--- config.mk ---
export PLATFORM = sky130hd
export DESIGN_NAME = infix_to_postfix_converter
export DESIGN_NICKNAME = d
export VERILOG_FILES = /design/src/hw/rtl/itp_pkg.sv /design/src/hw/rtl/infix_to_postfix_converter.sv /design/src/hw/rtl/itp_datapath.sv /design/src/hw/rtl/itp_controller.sv
export SDC_FILE = /design/constraint.sdc
export NUM_CORES = 1
export LEC_CHECK = 0
export BUFFER_PORTS_ARGS = -buffer_cell sky130_fd_sc_hd__buf_2
export CORE_MARGIN = 10
export CORE_UTILIZATION = 60
export CTS_BUF_LIST = sky130_fd_sc_hd__clkbuf_8
export DETAILED_ROUTE_END_ITERATION = 8
export PLACE_DENSITY = 0.82
export SLEW_MARGIN = 10
export SYNTH_ARGS = -nofsm -noshare
export SYNTH_HDL_FRONTEND = slang
export SYNTH_HIERARCHICAL = 1
export SYNTH_SLANG_ARGS = --single-unit
--- constraint.sdc ---
create_clock -name clk -period 15.4 [get_ports clk]
set_input_delay 1.54 -clock clk [delete_from_list [all_inputs] [get_ports clk]]
set_output_delay 1.54 -clock clk [all_outputs]
set_load 0.02 [all_outputs]
--- src/hw/rtl/itp_pkg.sv ---
// Package for the infix to postfix converter.
// Holds the stack size, character codes, helper functions and the
// controller/datapath interface types. No dependencies.
`timescale 1ns / 1ps

package itp_pkg;

  localparam int STACK_DEPTH = 32;
  localparam int CNT_W       = $clog2(STACK_DEPTH + 1);
  localparam int IDX_W       = $clog2(STACK_DEPTH);

  localparam logic [7:0] CH_PLUS   = 8'h2B;
  localparam logic [7:0] CH_MINUS  = 8'h2D;
  localparam logic [7:0] CH_STAR   = 8'h2A;
  localparam logic [7:0] CH_SLASH  = 8'h2F;
  localparam logic [7:0] CH_CARET  = 8'h5E;
  localparam logic [7:0] CH_LPAREN = 8'h28;
  localparam logic [7:0] CH_RPAREN = 8'h29;
  localparam logic [7:0] CH_UPPER_A = 8'h41;
  localparam logic [7:0] CH_UPPER_Z = 8'h5A;
  localparam logic [7:0] CH_LOWER_A = 8'h61;
  localparam logic [7:0] CH_LOWER_Z = 8'h7A;
  localparam logic [7:0] CH_NUL    = 8'h00;

  typedef enum logic [2:0] {
    ST_IDLE,
    ST_CHAR,
    ST_CLOSE,
    ST_END,
    ST_FLUSH
  } ctrl_state_t;

  typedef enum logic [1:0] {
    EM_NONE,
    EM_TOP,
    EM_CHAR,
    EM_END
  } emit_src_t;

  typedef struct packed {
    logic      load;
    logic      push_char;
    logic      pop;
    emit_src_t emit_src;
    logic      emit_final;
    logic      finish;
    logic      clear;
  } itp_cmd_t;

  typedef struct packed {
    logic is_letter;
    logic is_open;
    logic is_close;
    logic is_last;
    logic empty;
    logic top_open;
    logic top_ge;
    logic out_free;
    logic pend_valid;
  } itp_status_t;

  function automatic logic [1:0] prec_of(input logic [7:0] c);
    logic [1:0] p;
    p = 2'd0;
    if (c == CH_PLUS || c == CH_MINUS) p = 2'd1;
    else if (c == CH_STAR || c == CH_SLASH) p = 2'd2;
    else if (c == CH_CARET) p = 2'd3;
    return p;
  endfunction

  function automatic logic is_letter(input logic [7:0] c);
    return (c >= CH_UPPER_A && c <= CH_UPPER_Z) || (c >= CH_LOWER_A && c <= CH_LOWER_Z);
  endfunction

endpackage

--- src/hw/rtl/infix_to_postfix_converter.sv ---
// Top level of the infix to postfix converter (shunting-yard).
// Instantiates itp_controller and itp_datapath; depends on itp_pkg.
`timescale 1ns / 1ps

// Usage
// The input channel (in_valid/in_ready) takes one item per character of an
// infix expression, with last_of_expr set on its final character. The block
// behaves as if the expression were wrapped in parentheses. The output
// channel (out_valid/out_ready) delivers the postfix characters, and after
// the final character an end record with is_end set and out_char zero.
// last_of_run marks the final result caused by an input item; overflowed
// reports a push dropped on a full stack within the current expression.
// Timing: an item is taken only while the controller is idle. The controller
// loads it in ST_IDLE and works on it in ST_CHAR, staying there while it pops
// operators: the stack pops one entry per cycle while the output register has
// room, and each popped operator emits one character. A final character then
// passes ST_CLOSE, which pops the operators of the implicit close and then
// discards the implicit '(' (or finds the stack empty), then ST_END, which
// makes the end record, and ST_FLUSH, which flushes it. Results reach the
// output register directly or through a one-deep pending slot. When the
// receiver stalls, the controller holds while the output register is full;
// the input side is not blocked by a result that waits there. Synchronous
// reset empties the stack, clears the overflow flag and idles the controller.

module infix_to_postfix_converter (
  input  logic       clk,
  input  logic       rst,
  input  logic       in_valid,
  output logic       in_ready,
  input  logic [7:0] char_code,
  input  logic       last_of_expr,
  output logic       out_valid,
  input  logic       out_ready,
  output logic [7:0] out_char,
  output logic       is_end,
  output logic       last_of_run,
  output logic       overflowed
);
  import itp_pkg::*;

  itp_cmd_t    cmd;
  itp_status_t status;

  // Sequencer: one state per phase of an item (character, implicit close,
  // end record, final flush).
  itp_controller u_ctrl (
    .clk      (clk),
    .rst      (rst),
    .in_valid (in_valid),
    .in_ready (in_ready),
    .status   (status),
    .cmd      (cmd)
  );

  // Stack, pending result and output register.
  itp_datapath u_dp (
    .clk          (clk),
    .rst          (rst),
    .cmd          (cmd),
    .status       (status),
    .char_code    (char_code),
    .last_of_expr (last_of_expr),
    .out_valid    (out_valid),
    .out_ready    (out_ready),
    .out_char     (out_char),
    .is_end       (is_end),
    .last_of_run  (last_of_run),
    .overflowed   (overflowed)
  );

  // A new item never starts while a result of the previous one is pending.
  a_idle_no_pending: assert property (@(posedge clk) disable iff (rst)
    in_ready |-> !status.pend_valid)
    else $error("pending result left over when taking a new item");

  // The end record always closes the run of its item.
  a_end_is_last: assert property (@(posedge clk) disable iff (rst)
    (out_valid && is_end) |-> (last_of_run && out_char == CH_NUL))
    else $error("end record malformed");

  // Taking a final character moves the controller out of idle, so in_ready drops.
  a_last_busy: assert property (@(posedge clk) disable iff (rst)
    (in_valid && in_ready && last_of_expr) |=> !in_ready)
    else $error("final character finished without an end record");

endmodule

--- src/hw/rtl/itp_datapath.sv ---
// Datapath of the infix to postfix converter: operator stack, input
// latch, one-deep pending result and output register.
// Depends on itp_pkg.
`timescale 1ns / 1ps

module itp_datapath (
  input  logic                clk,
  input  logic                rst,
  input  itp_pkg::itp_cmd_t   cmd,
  output itp_pkg::itp_status_t status,
  input  logic [7:0]          char_code,
  input  logic                last_of_expr,
  output logic                out_valid,
  input  logic                out_ready,
  output logic [7:0]          out_char,
  output logic                is_end,
  output logic                last_of_run,
  output logic                overflowed
);
  import itp_pkg::*;

  logic [7:0]       stack_mem [STACK_DEPTH];
  logic [CNT_W-1:0] stack_count;
  logic             at_start;
  logic             ovf_flag;
  logic [7:0]       char_reg;
  logic             last_reg;

  logic             pend_valid;
  logic [7:0]       pend_char;
  logic             pend_end;
  logic             pend_ovf;

  logic [IDX_W-1:0] top_idx;
  logic [7:0]       top_char;
  logic             empty;
  logic             full;
  logic             push_en;
  logic [7:0]       push_data;
  logic             emit_valid;
  logic [7:0]       emit_char;
  logic             emit_end;
  logic             out_load;

  assign top_idx   = IDX_W'(stack_count - CNT_W'(1));
  assign top_char  = stack_mem[top_idx];
  assign empty     = (stack_count == '0);
  assign full      = (stack_count == CNT_W'(STACK_DEPTH));
  assign push_en   = cmd.push_char | (cmd.load & at_start);
  assign push_data = cmd.load ? CH_LPAREN : char_reg;

  always_comb begin
    emit_valid = 1'b1;
    emit_end   = 1'b0;
    case (cmd.emit_src)
      EM_NONE: begin
        emit_valid = 1'b0;
        emit_char  = CH_NUL;
      end
      EM_TOP:  emit_char = top_char;
      EM_CHAR: emit_char = char_reg;
      EM_END: begin
        emit_char = CH_NUL;
        emit_end  = 1'b1;
      end
      default: begin
        emit_valid = 1'b0;
        emit_char  = CH_NUL;
      end
    endcase
  end

  // The output register is loaded by a direct final emit, by a new emit
  // that displaces the pending result, or by the flush at item end.
  assign out_load = (emit_valid & (cmd.emit_final | pend_valid)) | (cmd.finish & pend_valid);

  always_ff @(posedge clk) begin
    if (push_en && !full) begin
      stack_mem[stack_count[IDX_W-1:0]] <= push_data;
    end
    if (cmd.load) begin
      char_reg <= char_code;
      last_reg <= last_of_expr;
    end
  end

  always_ff @(posedge clk) begin
    if (rst) begin
      stack_count <= '0;
      at_start    <= 1'b1;
      ovf_flag    <= 1'b0;
      pend_valid  <= 1'b0;
      out_valid   <= 1'b0;
    end else begin
      if (cmd.clear) begin
        stack_count <= '0;
        at_start    <= 1'b1;
        ovf_flag    <= 1'b0;
      end else begin
        if (cmd.load) at_start <= 1'b0;
        if (push_en) begin
          if (full) ovf_flag <= 1'b1;
          else stack_count <= stack_count + CNT_W'(1);
        end else if (cmd.pop && !empty) begin
          stack_count <= stack_count - CNT_W'(1);
        end
      end
      if (emit_valid && !cmd.emit_final) begin
        pend_valid <= 1'b1;
      end else if (cmd.finish) begin
        pend_valid <= 1'b0;
      end
      if (out_load) out_valid <= 1'b1;
      else if (out_ready) out_valid <= 1'b0;
    end
  end

  always_ff @(posedge clk) begin
    if (emit_valid && cmd.emit_final) begin
      out_char    <= emit_char;
      is_end      <= emit_end;
      last_of_run <= 1'b1;
      overflowed  <= ovf_flag;
    end else if (out_load) begin
      out_char    <= pend_char;
      is_end      <= pend_end;
      last_of_run <= !emit_valid;
      overflowed  <= pend_ovf;
    end
    if (emit_valid && !cmd.emit_final) begin
      pend_char <= emit_char;
      pend_end  <= emit_end;
      pend_ovf  <= ovf_flag;
    end
  end

  always_comb begin
    status.is_letter  = is_letter(char_reg);
    status.is_open    = (char_reg == CH_LPAREN);
    status.is_close   = (char_reg == CH_RPAREN);
    status.is_last    = last_reg;
    status.empty      = empty;
    status.top_open   = (top_char == CH_LPAREN);
    status.top_ge     = !empty && (prec_of(top_char) >= prec_of(char_reg));
    status.out_free   = !out_valid || out_ready;
    status.pend_valid = pend_valid;
  end

endmodule

--- src/hw/rtl/itp_controller.sv ---
// Controller of the infix to postfix converter: sequences the pops,
// pushes and emits of one item through the datapath.
// Depends on itp_pkg.
`timescale 1ns / 1ps

module itp_controller (
  input  logic                 clk,
  input  logic                 rst,
  input  logic                 in_valid,
  output logic                 in_ready,
  input  itp_pkg::itp_status_t status,
  output itp_pkg::itp_cmd_t    cmd
);
  import itp_pkg::*;

  ctrl_state_t state;
  ctrl_state_t state_next;
  logic        go;
  logic        close_pop;
  logic        op_pop;

  // Every working step may load the output register, so it waits for room.
  assign go        = status.out_free;
  assign close_pop = !status.empty && !status.top_open;
  assign op_pop    = status.top_ge;

  always_ff @(posedge clk) begin
    if (rst) state <= ST_IDLE;
    else state <= state_next;
  end

  always_comb begin
    state_next = state;
    case (state)
      ST_IDLE: begin
        if (in_valid) state_next = ST_CHAR;
      end
      ST_CHAR: begin
        if (go) begin
          if (status.is_letter) begin
            state_next = status.is_last ? ST_CLOSE : ST_IDLE;
          end else if (status.is_open) begin
            state_next = status.is_last ? ST_CLOSE : ST_IDLE;
          end else if (status.is_close) begin
            if (!close_pop) state_next = status.is_last ? ST_CLOSE : ST_IDLE;
          end else begin
            if (!op_pop) state_next = status.is_last ? ST_CLOSE : ST_IDLE;
          end
        end
      end
      ST_CLOSE: begin
        if (go && !close_pop) state_next = ST_END;
      end
      ST_END: begin
        if (go) state_next = ST_FLUSH;
      end
      ST_FLUSH: begin
        if (go) state_next = ST_IDLE;
      end
      default: state_next = ST_IDLE;
    endcase
  end

  always_comb begin
    in_ready       = 1'b0;
    cmd.load       = 1'b0;
    cmd.push_char  = 1'b0;
    cmd.pop        = 1'b0;
    cmd.emit_src   = EM_NONE;
    cmd.emit_final = 1'b0;
    cmd.finish     = 1'b0;
    cmd.clear      = 1'b0;
    case (state)
      ST_IDLE: begin
        in_ready = 1'b1;
        cmd.load = in_valid;
      end
      ST_CHAR: begin
        if (go) begin
          if (status.is_letter) begin
            cmd.emit_src   = EM_CHAR;
            cmd.emit_final = !status.is_last;
          end else if (status.is_open) begin
            cmd.push_char = 1'b1;
            cmd.finish    = !status.is_last;
          end else if (status.is_close) begin
            cmd.pop = 1'b1;
            if (close_pop) cmd.emit_src = EM_TOP;
            else cmd.finish = !status.is_last;
          end else begin
            if (op_pop) begin
              cmd.pop      = 1'b1;
              cmd.emit_src = EM_TOP;
            end else begin
              cmd.push_char = 1'b1;
              cmd.finish    = !status.is_last;
            end
          end
        end
      end
      ST_CLOSE: begin
        if (go) begin
          cmd.pop = 1'b1;
          if (close_pop) cmd.emit_src = EM_TOP;
        end
      end
      ST_END: begin
        if (go) begin
          cmd.emit_src = EM_END;
          cmd.clear    = 1'b1;
        end
      end
      ST_FLUSH: begin
        cmd.finish = go;
      end
      default: begin
        cmd.finish = 1'b0;
      end
    endcase
  end

endmodule

==> results.sh <==
export IMPL_p_leak_nw=4.56
export IMPL_hold_path_class="register to register"
export IMPL_syn_mean_instance_area_um2=17.2
export IMPL_crit_required_ns=15.58
export IMPL_multi_input_area_um2=3570
export IMPL_grt_max_degree=62
export IMPL_finalInstanceArea_um2=13900
export IMPL_core_um2=20400
export IMPL_cts_tree="built"
export IMPL_ctsHoldBuffers=0
export IMPL_grt_usage_pct=20.7
export IMPL_yosysWarnings=6
export IMPL_drt_total_wl_mm=27.7
export IMPL_nFillCells=1331
export IMPL_cts_sinks=299
export IMPL_wl_per_cell_um=25.5
export IMPL_dpl_cell_count=999
export IMPL_syn_nets=752
export IMPL_layoutNonFillerInstCount=1087
export IMPL_vias_per_cell=6.58
export IMPL_grt_pass1_wl_mm=42.5
export IMPL_pre_cts_ws_ns=7.39
export IMPL_grt_pass1_vias=7114
export IMPL_powerDensity_nw_per_um2=193
export IMPL_first_pass_iters=5
export IMPL_diodes=0
export IMPL_peakVddDrop_mv=0.139
export IMPL_layout_setup_ws_ns=7.40
export IMPL_final_cell_mix="edfxtp_1 (285), nor2_1 (77), clkbuf_8 (51)"
export IMPL_initial_core_util_pct=61.8
export IMPL_cp_max_fo=61
export IMPL_cts_resized=0
export IMPL_drc=0
export IMPL_routed_wl_met2_mm=13.6
export IMPL_drt_initial_drc_count=908
export IMPL_layout_commonest_cell="edfxtp_1"
export IMPL_cts_buffer_depth=3
export IMPL_die_area_um2=27200
export IMPL_areaGrowthSynthToFinish_pct=10.3
export IMPL_setup_viol=0
export IMPL_numCtsBuffers=48
export IMPL_cts_clk_slew_worst_paths_ns=0.06
export IMPL_antenna_found_initial=0
export IMPL_min_period_over_period_pct=51.9
export IMPL_maxSlewViolCount=0
export IMPL_rsz0062_at_grt="false"
export IMPL_final_core_util_pct=68.1
export IMPL_arrival_ns=8.18
export IMPL_min_period_ns=8.00
export IMPL_timing_hold_violations_final=0
export IMPL_top_layer="met4"
export IMPL_drive_above_1_share_pct=24.5
export IMPL_num_io_pins=26
export IMPL_crit_type="register to register"
export IMPL_post_cts_setup_buffers=0
export IMPL_met1_length_mm=11.1
export IMPL_root_buffer="clkbuf_8"
export IMPL_dpl_cell_area_um2=13000
export IMPL_ant_nets=0
export IMPL_outcome="finished clean"
export IMPL_setup_tns_ns=0
export IMPL_hpwl_mm=18.0
export IMPL_grt_overflow_total=0
export IMPL_synthesis_instances=732
export IMPL_fmax_mhz=125
export IMPL_gp_congestion=0.967
export IMPL_syn_area_um2=12600
export IMPL_htree_levels=2
export IMPL_slew_headroom_pct=22.1
export IMPL_die_w_um=165
export IMPL_io_buffers=25
export IMPL_ff_latch_area_um2=8840
export IMPL_tightest_slew_ns=1.16
export IMPL_drv_cap=0
export IMPL_clock_latency_ns=0.56
export IMPL_cp_start_kind="register"
export IMPL_fin_skew_ns=0.0208
export IMPL_layout_nets=799
export IMPL_via_count=7152
export IMPL_largest_reg_flops=256
export IMPL_crit_path_end_kind="register"
export IMPL_rows=52
export IMPL_die_h_um=165
export IMPL_wl_met3_mm=2.36
## worst paths after layout
path	from	slack, ns	cells after the start	endpoint
worst min register to register	u_dp/at_start	0.49	1	u_dp/at_start
worst max register to register	u_dp/stack_count[0]	7.40	20	u_dp/stack_mem[26][0]
worst max-delay path	u_dp/stack_count[0]	7.40	20	u_dp/stack_mem[26][0]
worst min-delay path	u_dp/at_start	0.49	1	u_dp/at_start
## layout make-up
class | count | share of cell area [%]
clock buffer | 51 | 5.04
timing repair buffer | 32 | 1.28
clock inverter | 37 | 1.80
inverter | 11 | 0.297
sequential | 299 | 63.5
tap | 270 | 2.43
multi-input combinational | 387 | 25.6
## metrics by stage
stage,total power [mW],hold slack [ns]
final,2.69,0.488
after global routing,2.81,0.510
after CTS,2.69,0.485
after detailed placement,2.03,0.471
after global placement,2.00,0.463
after floorplan,1.77,0.427
## power breakdown
part / switching [mW] / internal (mW)
logic: 0.579 / 0.358
registers: 0.0748 / 1.02
clock network: 0.299 / 0.360
total: 0.953 / 1.74
## critical path, stage by stage (launching register included)
cell      delay [ns]
dfxtp_4         1.09
inv_2           0.31
ha_2            0.56
buf_4           0.68
mux4_2          0.44
mux2_2          0.29
o21ai_0         0.11
o221ai_1        0.31
nor2_1          0.28
nand4b_1        0.20
o31a_1          0.29
ha_1            0.28
nand2b_1        0.15
a21oi_1         0.15
nor2_1          0.06
o21ba_2         0.21
nor4_1          0.34
a21oi_1         0.17
a31oi_1         0.41
nand2_1         0.48
nor2_1          0.72
## per-layer routing
| metal | track usage, % | vias to the layer above |
|---|---|---|
| li1 | - | 3038 |
| met1 | 28.4 | 3634 |
| met2 | 33.0 | 417 |
| met3 | 4.18 | 63 |
| met4 | 6.64 | 0 |
| met5 | 0 | - |
Power figures use the tool's default switching activity.
